===== config.mk =====
export PLATFORM = sky130hd
export DESIGN_NAME = pwm_pulse_pair_frame_decoder
export DESIGN_NICKNAME = d
export VERILOG_FILES = /design/src/rtl/core/ppfd_pkg.sv /design/src/rtl/core/ppfd_cfg.sv /design/src/rtl/core/pwm_pulse_pair_frame_decoder.sv
export SDC_FILE = /design/constraint.sdc
export NUM_CORES = 2
export LEC_CHECK = 0
export BUFFER_PORTS_ARGS = -buffer_cell sky130_fd_sc_hd__buf_2
export CAP_MARGIN = 20
export CORE_ASPECT_RATIO = 1.2
export CORE_MARGIN = 2
export CORE_UTILIZATION = 60
export DETAILED_ROUTE_END_ITERATION = 8
export HOLD_SLACK_MARGIN = 0.12
export PLACE_DENSITY_LB_ADDON = 0.12
export SETUP_SLACK_MARGIN = 0.4
export SLEW_MARGIN = 20
export SYNTH_ARGS = -nofsm -noshare
export SYNTH_HDL_FRONTEND = slang
export SYNTH_SLANG_ARGS = --single-unit

===== constraint.sdc =====
create_clock -name clk_i -period 23.4 [get_ports clk_i]
set_clock_uncertainty 0.1 [all_clocks]
set_input_delay 2.34 -clock clk_i [delete_from_list [all_inputs] [get_ports clk_i]]
set_output_delay 2.34 -clock clk_i [all_outputs]
set_load 0.005 [all_outputs]

===== src/rtl/core/ppfd_pkg.sv =====
// Package for the pulse-pair frame decoder: widths, register indexes, status codes
// and the frame check and compare functions. Used by every RTL file of the block.
`default_nettype none

package ppfd_pkg;

  localparam int TIME_W    = 16;
  localparam int PCT_W     = 7;
  localparam int COUNT_W   = 7;
  localparam int FRAME_W   = 64;
  localparam int ID_W      = 14;
  localparam int ID_LSB    = 40;
  localparam int CSUM_LSB  = 48;
  localparam int PAR_LSB   = 16;
  localparam int PAR_W     = 32;
  localparam int BYTE_W    = 8;
  localparam int SUM_BYTES = 6;
  localparam int IDX_W     = 3;
  localparam int CFG_W     = 16;

  localparam int END_GAP_MULT = 3;
  localparam int LONG3_W      = TIME_W + 2;
  localparam int PCT_SCALE    = 100;

  // Division by the percent scale is done as a multiply by a rounded-up reciprocal.
  localparam int PROD_W    = TIME_W + PCT_W;
  localparam int DIV_SHIFT = PROD_W + 7;
  localparam int RECIP_W   = DIV_SHIFT - 6;
  localparam int QUOT_W    = PROD_W - 6;
  localparam logic [RECIP_W-1:0] RECIP =
    RECIP_W'(((64'd1 << DIV_SHIFT) / 64'(PCT_SCALE)) + 64'd1);
  localparam logic [TIME_W-1:0] TIME_MAX = '1;

  localparam logic [COUNT_W-1:0] MAX_BITS = COUNT_W'(FRAME_W);

  localparam int SETTLE_W = 2;
  localparam logic [SETTLE_W-1:0] SETTLE_CYCLES = SETTLE_W'(3);

  localparam logic [TIME_W-1:0]  RST_SHORT = TIME_W'(200);
  localparam logic [TIME_W-1:0]  RST_LONG  = TIME_W'(400);
  localparam logic [TIME_W-1:0]  RST_TOL   = TIME_W'(0);
  localparam logic [PCT_W-1:0]   RST_PCT   = PCT_W'(25);
  localparam logic [COUNT_W-1:0] RST_NEED  = COUNT_W'(56);

  typedef enum logic [IDX_W-1:0] {
    REG_SHORT_TIME = 3'd0,
    REG_LONG_TIME  = 3'd1,
    REG_TOL_ABS    = 3'd2,
    REG_TOL_PCT    = 3'd3,
    REG_BITS_NEED  = 3'd4
  } cfg_reg_e;

  typedef enum logic [1:0] {
    ST_OK       = 2'd0,
    ST_MISMATCH = 2'd1,
    ST_CHECKSUM = 2'd2,
    ST_PARITY   = 2'd3
  } status_e;

  typedef struct packed {
    logic [TIME_W-1:0]  short_time;
    logic [TIME_W-1:0]  long_time;
    logic [LONG3_W-1:0] end_gap;
    logic [TIME_W-1:0]  tol;
    logic [COUNT_W-1:0] need;
    logic               busy;
  } cfg_t;

  function automatic logic [TIME_W-1:0] abs_diff(input logic [TIME_W-1:0] a,
                                                 input logic [TIME_W-1:0] b);
    return (a > b) ? (a - b) : (b - a);
  endfunction

  function automatic status_e frame_status(input logic [FRAME_W-1:0] sr);
    logic [BYTE_W-1:0] sum;
    sum = '0;
    for (int k = 0; k < SUM_BYTES; k++) begin
      sum = sum + sr[CSUM_LSB + BYTE_W - 1 - BYTE_W*k -: BYTE_W];
    end
    if (sum != sr[BYTE_W-1:0]) begin
      return ST_CHECKSUM;
    end
    if (^sr[PAR_LSB +: PAR_W]) begin
      return ST_PARITY;
    end
    return ST_OK;
  endfunction

endpackage

`default_nettype wire


===== src/rtl/core/ppfd_cfg.sv =====
// Configuration registers of the pulse-pair frame decoder and the derived tolerance.
// Depends on ppfd_pkg.
`default_nettype none

module ppfd_cfg (
  input  wire logic                         clk_i,
  input  wire logic                         rst_ni,
  input  wire logic                         cfg_valid_i,
  input  wire logic [ppfd_pkg::IDX_W-1:0]   cfg_index_i,
  input  wire logic [ppfd_pkg::CFG_W-1:0]   cfg_data_i,
  output ppfd_pkg::cfg_t                    cfg_o
);

  logic [ppfd_pkg::TIME_W-1:0]   short_q, long_q, tol_abs_q, tol_q;
  logic [ppfd_pkg::PCT_W-1:0]    tol_pct_q;
  logic [ppfd_pkg::COUNT_W-1:0]  bits_need_q, need_q;
  logic [ppfd_pkg::LONG3_W-1:0]  end_gap_q;
  logic [ppfd_pkg::PROD_W-1:0]   prod_q;
  logic [ppfd_pkg::QUOT_W-1:0]   quot_q;
  logic [ppfd_pkg::SETTLE_W-1:0] settle_q;
  logic [ppfd_pkg::PROD_W+ppfd_pkg::RECIP_W-1:0] recip_prod;
  logic [ppfd_pkg::TIME_W-1:0]   tol_pct_sat;

  assign recip_prod = ppfd_pkg::PROD_W'(prod_q) * ppfd_pkg::RECIP;
  assign tol_pct_sat = (quot_q > ppfd_pkg::QUOT_W'(ppfd_pkg::TIME_MAX)) ?
                       ppfd_pkg::TIME_MAX : ppfd_pkg::TIME_W'(quot_q);

  always_ff @(posedge clk_i or negedge rst_ni) begin
    if (!rst_ni) begin
      short_q     <= ppfd_pkg::RST_SHORT;
      long_q      <= ppfd_pkg::RST_LONG;
      tol_abs_q   <= ppfd_pkg::RST_TOL;
      tol_pct_q   <= ppfd_pkg::RST_PCT;
      bits_need_q <= ppfd_pkg::RST_NEED;
      settle_q    <= ppfd_pkg::SETTLE_CYCLES;
    end else if (cfg_valid_i) begin
      settle_q <= ppfd_pkg::SETTLE_CYCLES;
      unique case (ppfd_pkg::cfg_reg_e'(cfg_index_i))
        ppfd_pkg::REG_SHORT_TIME: short_q     <= cfg_data_i[ppfd_pkg::TIME_W-1:0];
        ppfd_pkg::REG_LONG_TIME:  long_q      <= cfg_data_i[ppfd_pkg::TIME_W-1:0];
        ppfd_pkg::REG_TOL_ABS:    tol_abs_q   <= cfg_data_i[ppfd_pkg::TIME_W-1:0];
        ppfd_pkg::REG_TOL_PCT:    tol_pct_q   <= cfg_data_i[ppfd_pkg::PCT_W-1:0];
        ppfd_pkg::REG_BITS_NEED:  bits_need_q <= cfg_data_i[ppfd_pkg::COUNT_W-1:0];
        default: ;
      endcase
    end else if (settle_q != '0) begin
      settle_q <= settle_q - 1'b1;
    end
  end

  // After a write the input is held off while the derived registers settle.
  always_ff @(posedge clk_i) begin
    prod_q    <= ppfd_pkg::PROD_W'(short_q) * ppfd_pkg::PROD_W'(tol_pct_q);
    quot_q    <= recip_prod[ppfd_pkg::DIV_SHIFT +: ppfd_pkg::QUOT_W];
    tol_q     <= (tol_abs_q != '0) ? tol_abs_q : tol_pct_sat;
    end_gap_q <= ppfd_pkg::LONG3_W'(long_q) * ppfd_pkg::LONG3_W'(ppfd_pkg::END_GAP_MULT);
    need_q    <= (bits_need_q > ppfd_pkg::MAX_BITS) ? ppfd_pkg::MAX_BITS : bits_need_q;
  end

  always_comb begin
    cfg_o.short_time = short_q;
    cfg_o.long_time  = long_q;
    cfg_o.end_gap    = end_gap_q;
    cfg_o.tol        = tol_q;
    cfg_o.need       = need_q;
    cfg_o.busy       = (settle_q != '0);
  end

endmodule

`default_nettype wire


===== src/rtl/core/pwm_pulse_pair_frame_decoder.sv =====
// Top level of the pulse-pair frame decoder: input register, pair classing, frame
// state and result register. Depends on ppfd_pkg and ppfd_cfg.
//
// The decoder takes one pulse pair per clock cycle while in_stall_o is low and shows
// its result, if it has one, from a result register fed from the input register; a
// result waiting on a stalled output stalls the input while a pair waits in the
// input register. The rate is set by the frame shift register, which classes a pair,
// shifts in its bit and checks the frame before the state is registered, so that the
// next pair sees the updated state. After reset and every configuration write the
// input stalls while the product, quotient and tolerance registers derive the tolerance.
`default_nettype none

module pwm_pulse_pair_frame_decoder (
  input  wire logic                           clk_i,
  input  wire logic                           rst_ni,
  input  wire logic                           cfg_valid_i,
  output      logic                           cfg_ready_o,
  input  wire logic [ppfd_pkg::IDX_W-1:0]     cfg_index_i,
  input  wire logic [ppfd_pkg::CFG_W-1:0]     cfg_data_i,
  input  wire logic                           in_valid_i,
  output      logic                           in_stall_o,
  input  wire logic [ppfd_pkg::TIME_W-1:0]    high_time_i,
  input  wire logic [ppfd_pkg::TIME_W-1:0]    low_time_i,
  input  wire logic                           first_pair_i,
  input  wire logic                           last_pair_i,
  output      logic                           out_valid_o,
  input  wire logic                           out_stall_i,
  output      logic [1:0]                     status_o,
  output      logic [ppfd_pkg::FRAME_W-1:0]   frame_bits_o,
  output      logic [ppfd_pkg::COUNT_W-1:0]   bit_count_o,
  output      logic [ppfd_pkg::ID_W-1:0]      sensor_id_o
);

  ppfd_pkg::cfg_t cfg;

  ppfd_cfg u_cfg (
    .clk_i       (clk_i),
    .rst_ni      (rst_ni),
    .cfg_valid_i (cfg_valid_i),
    .cfg_index_i (cfg_index_i),
    .cfg_data_i  (cfg_data_i),
    .cfg_o       (cfg)
  );

  assign cfg_ready_o = 1'b1;

  logic                          in_valid_q;
  logic [ppfd_pkg::TIME_W-1:0]   high_q, low_q;
  logic                          first_q, last_q;
  logic [ppfd_pkg::FRAME_W-1:0]  sr_q, sr_d;
  logic [ppfd_pkg::COUNT_W-1:0]  bits_q, bits_d;
  logic                          done_q, done_d;
  logic                          out_valid_q;
  ppfd_pkg::status_e             status_q, status_d;
  logic [ppfd_pkg::FRAME_W-1:0]  frame_q;
  logic [ppfd_pkg::COUNT_W-1:0]  count_q;

  logic out_free, fire, in_accept, emit;
  logic [ppfd_pkg::FRAME_W-1:0] base_sr, new_sr;
  logic [ppfd_pkg::COUNT_W-1:0] base_bits, new_bits;
  logic base_done, full_before, matched, bit_val;
  logic hi_long, hi_short, lo_long, lo_short, lo_end;

  assign out_free   = !out_valid_q || !out_stall_i;
  assign fire       = in_valid_q && out_free;
  assign in_stall_o = cfg.busy || (in_valid_q && !out_free);
  assign in_accept  = in_valid_i && !in_stall_o;

  assign hi_long  = ppfd_pkg::abs_diff(high_q, cfg.long_time)  < cfg.tol;
  assign hi_short = ppfd_pkg::abs_diff(high_q, cfg.short_time) < cfg.tol;
  assign lo_long  = ppfd_pkg::abs_diff(low_q, cfg.long_time)   < cfg.tol;
  assign lo_short = ppfd_pkg::abs_diff(low_q, cfg.short_time)  < cfg.tol;
  assign lo_end   = ppfd_pkg::LONG3_W'(low_q) > cfg.end_gap;

  always_comb begin
    base_sr   = first_q ? '0 : sr_q;
    base_bits = first_q ? '0 : bits_q;
    base_done = first_q ? 1'b0 : done_q;
    full_before = (base_bits >= cfg.need);

    matched = 1'b1;
    bit_val = 1'b0;
    priority if (hi_long && lo_short) begin
      bit_val = 1'b1;
    end else if (hi_short && lo_long) begin
      bit_val = 1'b0;
    end else if (hi_short && lo_end) begin
      bit_val = 1'b0;
    end else if (hi_long && lo_end) begin
      bit_val = 1'b1;
    end else begin
      matched = 1'b0;
    end

    new_sr   = {base_sr[ppfd_pkg::FRAME_W-2:0], bit_val};
    new_bits = base_bits + 1'b1;

    sr_d     = base_sr;
    bits_d   = base_bits;
    emit     = 1'b0;
    status_d = ppfd_pkg::ST_MISMATCH;
    priority if (base_done) begin
      emit = 1'b0;
    end else if (full_before) begin
      emit     = 1'b1;
      status_d = ppfd_pkg::frame_status(base_sr);
    end else if (!matched) begin
      emit = 1'b1;
    end else begin
      sr_d   = new_sr;
      bits_d = new_bits;
      if (new_bits >= cfg.need) begin
        emit     = 1'b1;
        status_d = ppfd_pkg::frame_status(new_sr);
      end else if (last_q) begin
        emit = 1'b1;
      end
    end
    done_d = base_done || emit;
  end

  always_ff @(posedge clk_i or negedge rst_ni) begin
    if (!rst_ni) begin
      in_valid_q  <= 1'b0;
      out_valid_q <= 1'b0;
      sr_q        <= '0;
      bits_q      <= '0;
      done_q      <= 1'b0;
    end else begin
      if (in_accept) begin
        in_valid_q <= 1'b1;
      end else if (fire) begin
        in_valid_q <= 1'b0;
      end
      if (fire) begin
        sr_q        <= sr_d;
        bits_q      <= bits_d;
        done_q      <= done_d;
        out_valid_q <= emit;
      end else if (out_free) begin
        out_valid_q <= 1'b0;
      end
    end
  end

  always_ff @(posedge clk_i) begin
    if (in_accept) begin
      high_q  <= high_time_i;
      low_q   <= low_time_i;
      first_q <= first_pair_i;
      last_q  <= last_pair_i;
    end
    if (fire && emit) begin
      status_q <= status_d;
      frame_q  <= sr_d;
      count_q  <= bits_d;
    end
  end

  assign out_valid_o  = out_valid_q;
  assign status_o     = status_q;
  assign frame_bits_o = frame_q;
  assign bit_count_o  = count_q;
  assign sensor_id_o  = frame_q[ppfd_pkg::ID_LSB +: ppfd_pkg::ID_W];

endmodule

`default_nettype wire


==> reports/qor.csv <==
metric,value,unit
synth.avg_cell_area,9.58,sq um
crit_type,flip-flop to flip-flop,
port_buffers,146,
num_rows,97,
drt.antenna.violating_nets,0,
synthMuxAreaShare,4.63,%
overflow,0,
design_area,37700,sq um
synth_fa_ha_area_share,36.0,%
postSynthNetCount,4558,
cts.clk_slew.worst_paths,0.06,ns
netlist_area,35200,sq um
synthTopCellsByArea,"ha_1 (19%), fa_1 (17%), edfxtp_1 (9.1%)",
period_share,32.5,%
place.gp.congestion,1.00,
synth_edf_count,107,
tns,0,ns
synth-compound-area-share,13.3,%
coreArea,58100,sq um
clock_path_buffers,3,
die_x,225,um
required,23.48,ns
post-route-util,64.9,%
synthXorXnorAreaFrac,4.06,%
synth_common_cells,"inv_1 (590), ha_1 (521), fa_1 (307)",
synthFlopType,dfrtp_1,
clock_latency,0.59,ns
dieArea,60600,sq um
finalCriticalPeriod,7.60,ns
area_growth,7.20,%
slew_headroom,37.1,%
synth_most_common_cell,inv_1,
synthCells,3672,
grt_first_pass_wirelength,154000,um
detail_route.wl_per_cell,21.2,um
cts_hold_buf,0,
ios,148,
vias_per_cell,5.94,
root_buffer,clkbuf_16,
rsz0062_at_grt,false,
cts_resized,0,
cp-end-kind,flip-flop,
hold_path.class,flip-flop to flip-flop,
status,completed,
post-cts-setup-buffers,0,
initial_utilization,60.5,%
num_vias,26762,
maxClockFrequency,0.132,GHz
grt_max_degree,159,
drv_slew,0,
synthArstFlopShare,42.3,%
clkSinkCount,326,
drive_gt1_share,8.82,%
h-tree-depth,2,
fillerInstances,4774,
critPathMaxFanout,73,
worstSetupStartpointType,flip-flop,
cts_inserted_buffers,39,
yosysTopAreaCellShare,18.5,%
dr.pass1.iters,7,
setup_viol,0,
initialDrtViolationCount,2039,
regArea,8310,sq um
dp_hpwl,78100,um
ys_ff_latch,326,
synth_top_cell_by_area,ha_1,
hold_viol_final,0,
multi_input_area,24100,sq um
yosysUniqueCellTypes,85,
postPlaceCellArea,36400,sq um
drc,0,
layout.nets,4619,
worstMarginPinSlew,0.938,ns
wl,95600,um
worstPathArrival,7.68,ns
grt_pass1_vias,27937,
grt_usage,32.5,%
cap_viol_max_count,0,
cts_tree,yes,
fp.dieH,269,um
synth_top_family_by_area,adder cells,
synth_seq_area_share,23.6,%
antenna_found_initial,3,
yosysWarnings,0,
post_synth_and_or_nand_nor_area_fraction,10.3,%
-- layout by cell type, fill, tap and decap left out, types with 95 or more instances in the layout --
master / instances
inv_1: 590
mux2i_1: 95
dfrtp_1: 124
nor2_1: 146
edfxtp_1: 107
xnor2_1: 124
fa_1: 307
nand2_1: 235
o21ai_0: 185
a21oi_1: 180
buf_2: 145
ha_1: 521
-- final cells by class --
cell class | count | area share (%)
diodes | 2 | 0.0133
clock buffers | 48 | 2.81
clock inverters | 24 | 0.670
inverters | 590 | 5.87
multi-input cells | 2614 | 63.9
flip-flops and latches | 326 | 22.0
well taps | 742 | 2.46
repair buffers | 162 | 2.31
-- critical path, cell delays in order (launching register included) --
cell	delay, ns
dfstp_2	0.62
inv_1	0.13
ha_1	0.49
and3_1	0.26
nand3_1	0.16
nor3_1	0.39
o31a_1	0.70
mux2_4	0.37
a211oi_1	0.29
o311ai_1	0.14
xor2_1	0.18
ha_1	0.31
nand4_1	0.14
nor2_1	0.22
o211ai_1	0.12
a21oi_1	0.14
a2bb2oi_1	0.42
nor2_1	0.13
a31oi_2	0.73
nor3_1	0.22
nor2_4	0.15
buf_4	0.73
-- stage by stage --
step	worst slack [ns]	hold slack [ns]	cells
2_1_floorplan	15.27	0.323	3672
5_1_grt	15.27	0.409	4508
3_5_place_dp	15.93	0.370	4434
6_report	15.80	0.369	4508
4_1_cts	15.86	0.364	4506
3_3_place_gp	16.06	0.363	4434
-- registers in the layout (all words and copies together), names as in the netlist, 2 cells and up --
register           count
sr_q                  64
bits_q                 7
bit_count_o            7
u_cfg.prod_q          23
u_cfg.short_q         16
u_cfg.end_gap_q       18
u_cfg.long_q          16
low_q                 16
u_cfg.settle_q         2
u_cfg.tol_q           16
u_cfg.tol_pct_q        7
frame_bits_o          64
u_cfg.quot_q          17
high_q                16
u_cfg.tol_abs_q       16
u_cfg.need_q           7
u_cfg.bits_need_q      7
status_o               2
-- logic make-up (layout without fill, tap and decap cells) --
kind of cell / after synthesis / count (layout)
mux: 155 / 155
simple gates: 741 / 741
xor+xnor: 163 / 163
flops: 326 / 326
compound gates: 726 / 726
other cells: 1 / 3
buf+inv: 732 / 824
fa+ha+maj: 828 / 828
-- worst paths after layout --
kind	from	end	slack, ns	cells after the start
hold reg to reg	u_cfg.bits_need_q[2]$_DFFE_PN0P_	u_cfg.need_q[2]$_SDFF_PN0_	0.37	1
min in group asynchronous	rst_ni	u_cfg.long_q[11]$_DFFE_PN0P_	1.72	1
max in group asynchronous	rst_ni	sr_q[44]$_DFFE_PN0P_	20.05	2
hold / removal	u_cfg.bits_need_q[2]$_DFFE_PN0P_	u_cfg.need_q[2]$_SDFF_PN0_	0.37	1
setup / recovery	u_cfg.long_q[8]$_DFFE_PN1P_	frame_bits_o[47]$_DFFE_PP_	15.80	21
setup reg to reg	u_cfg.long_q[8]$_DFFE_PN1P_	frame_bits_o[47]$_DFFE_PP_	15.80	21
-- routing by layer --
layer	up-vias	global-route usage (%)	share of wire, %
met2	916	54.4	48
met4	0	16.3	5.8
li1	12488	-	-
met1	13101	41.9	41
met5	-	0	0
met3	257	3.48	4.8
Power is left out: the tool's default activity adds up to more than one toggle a clock period on the data nets, which glitch-free logic cannot reach.
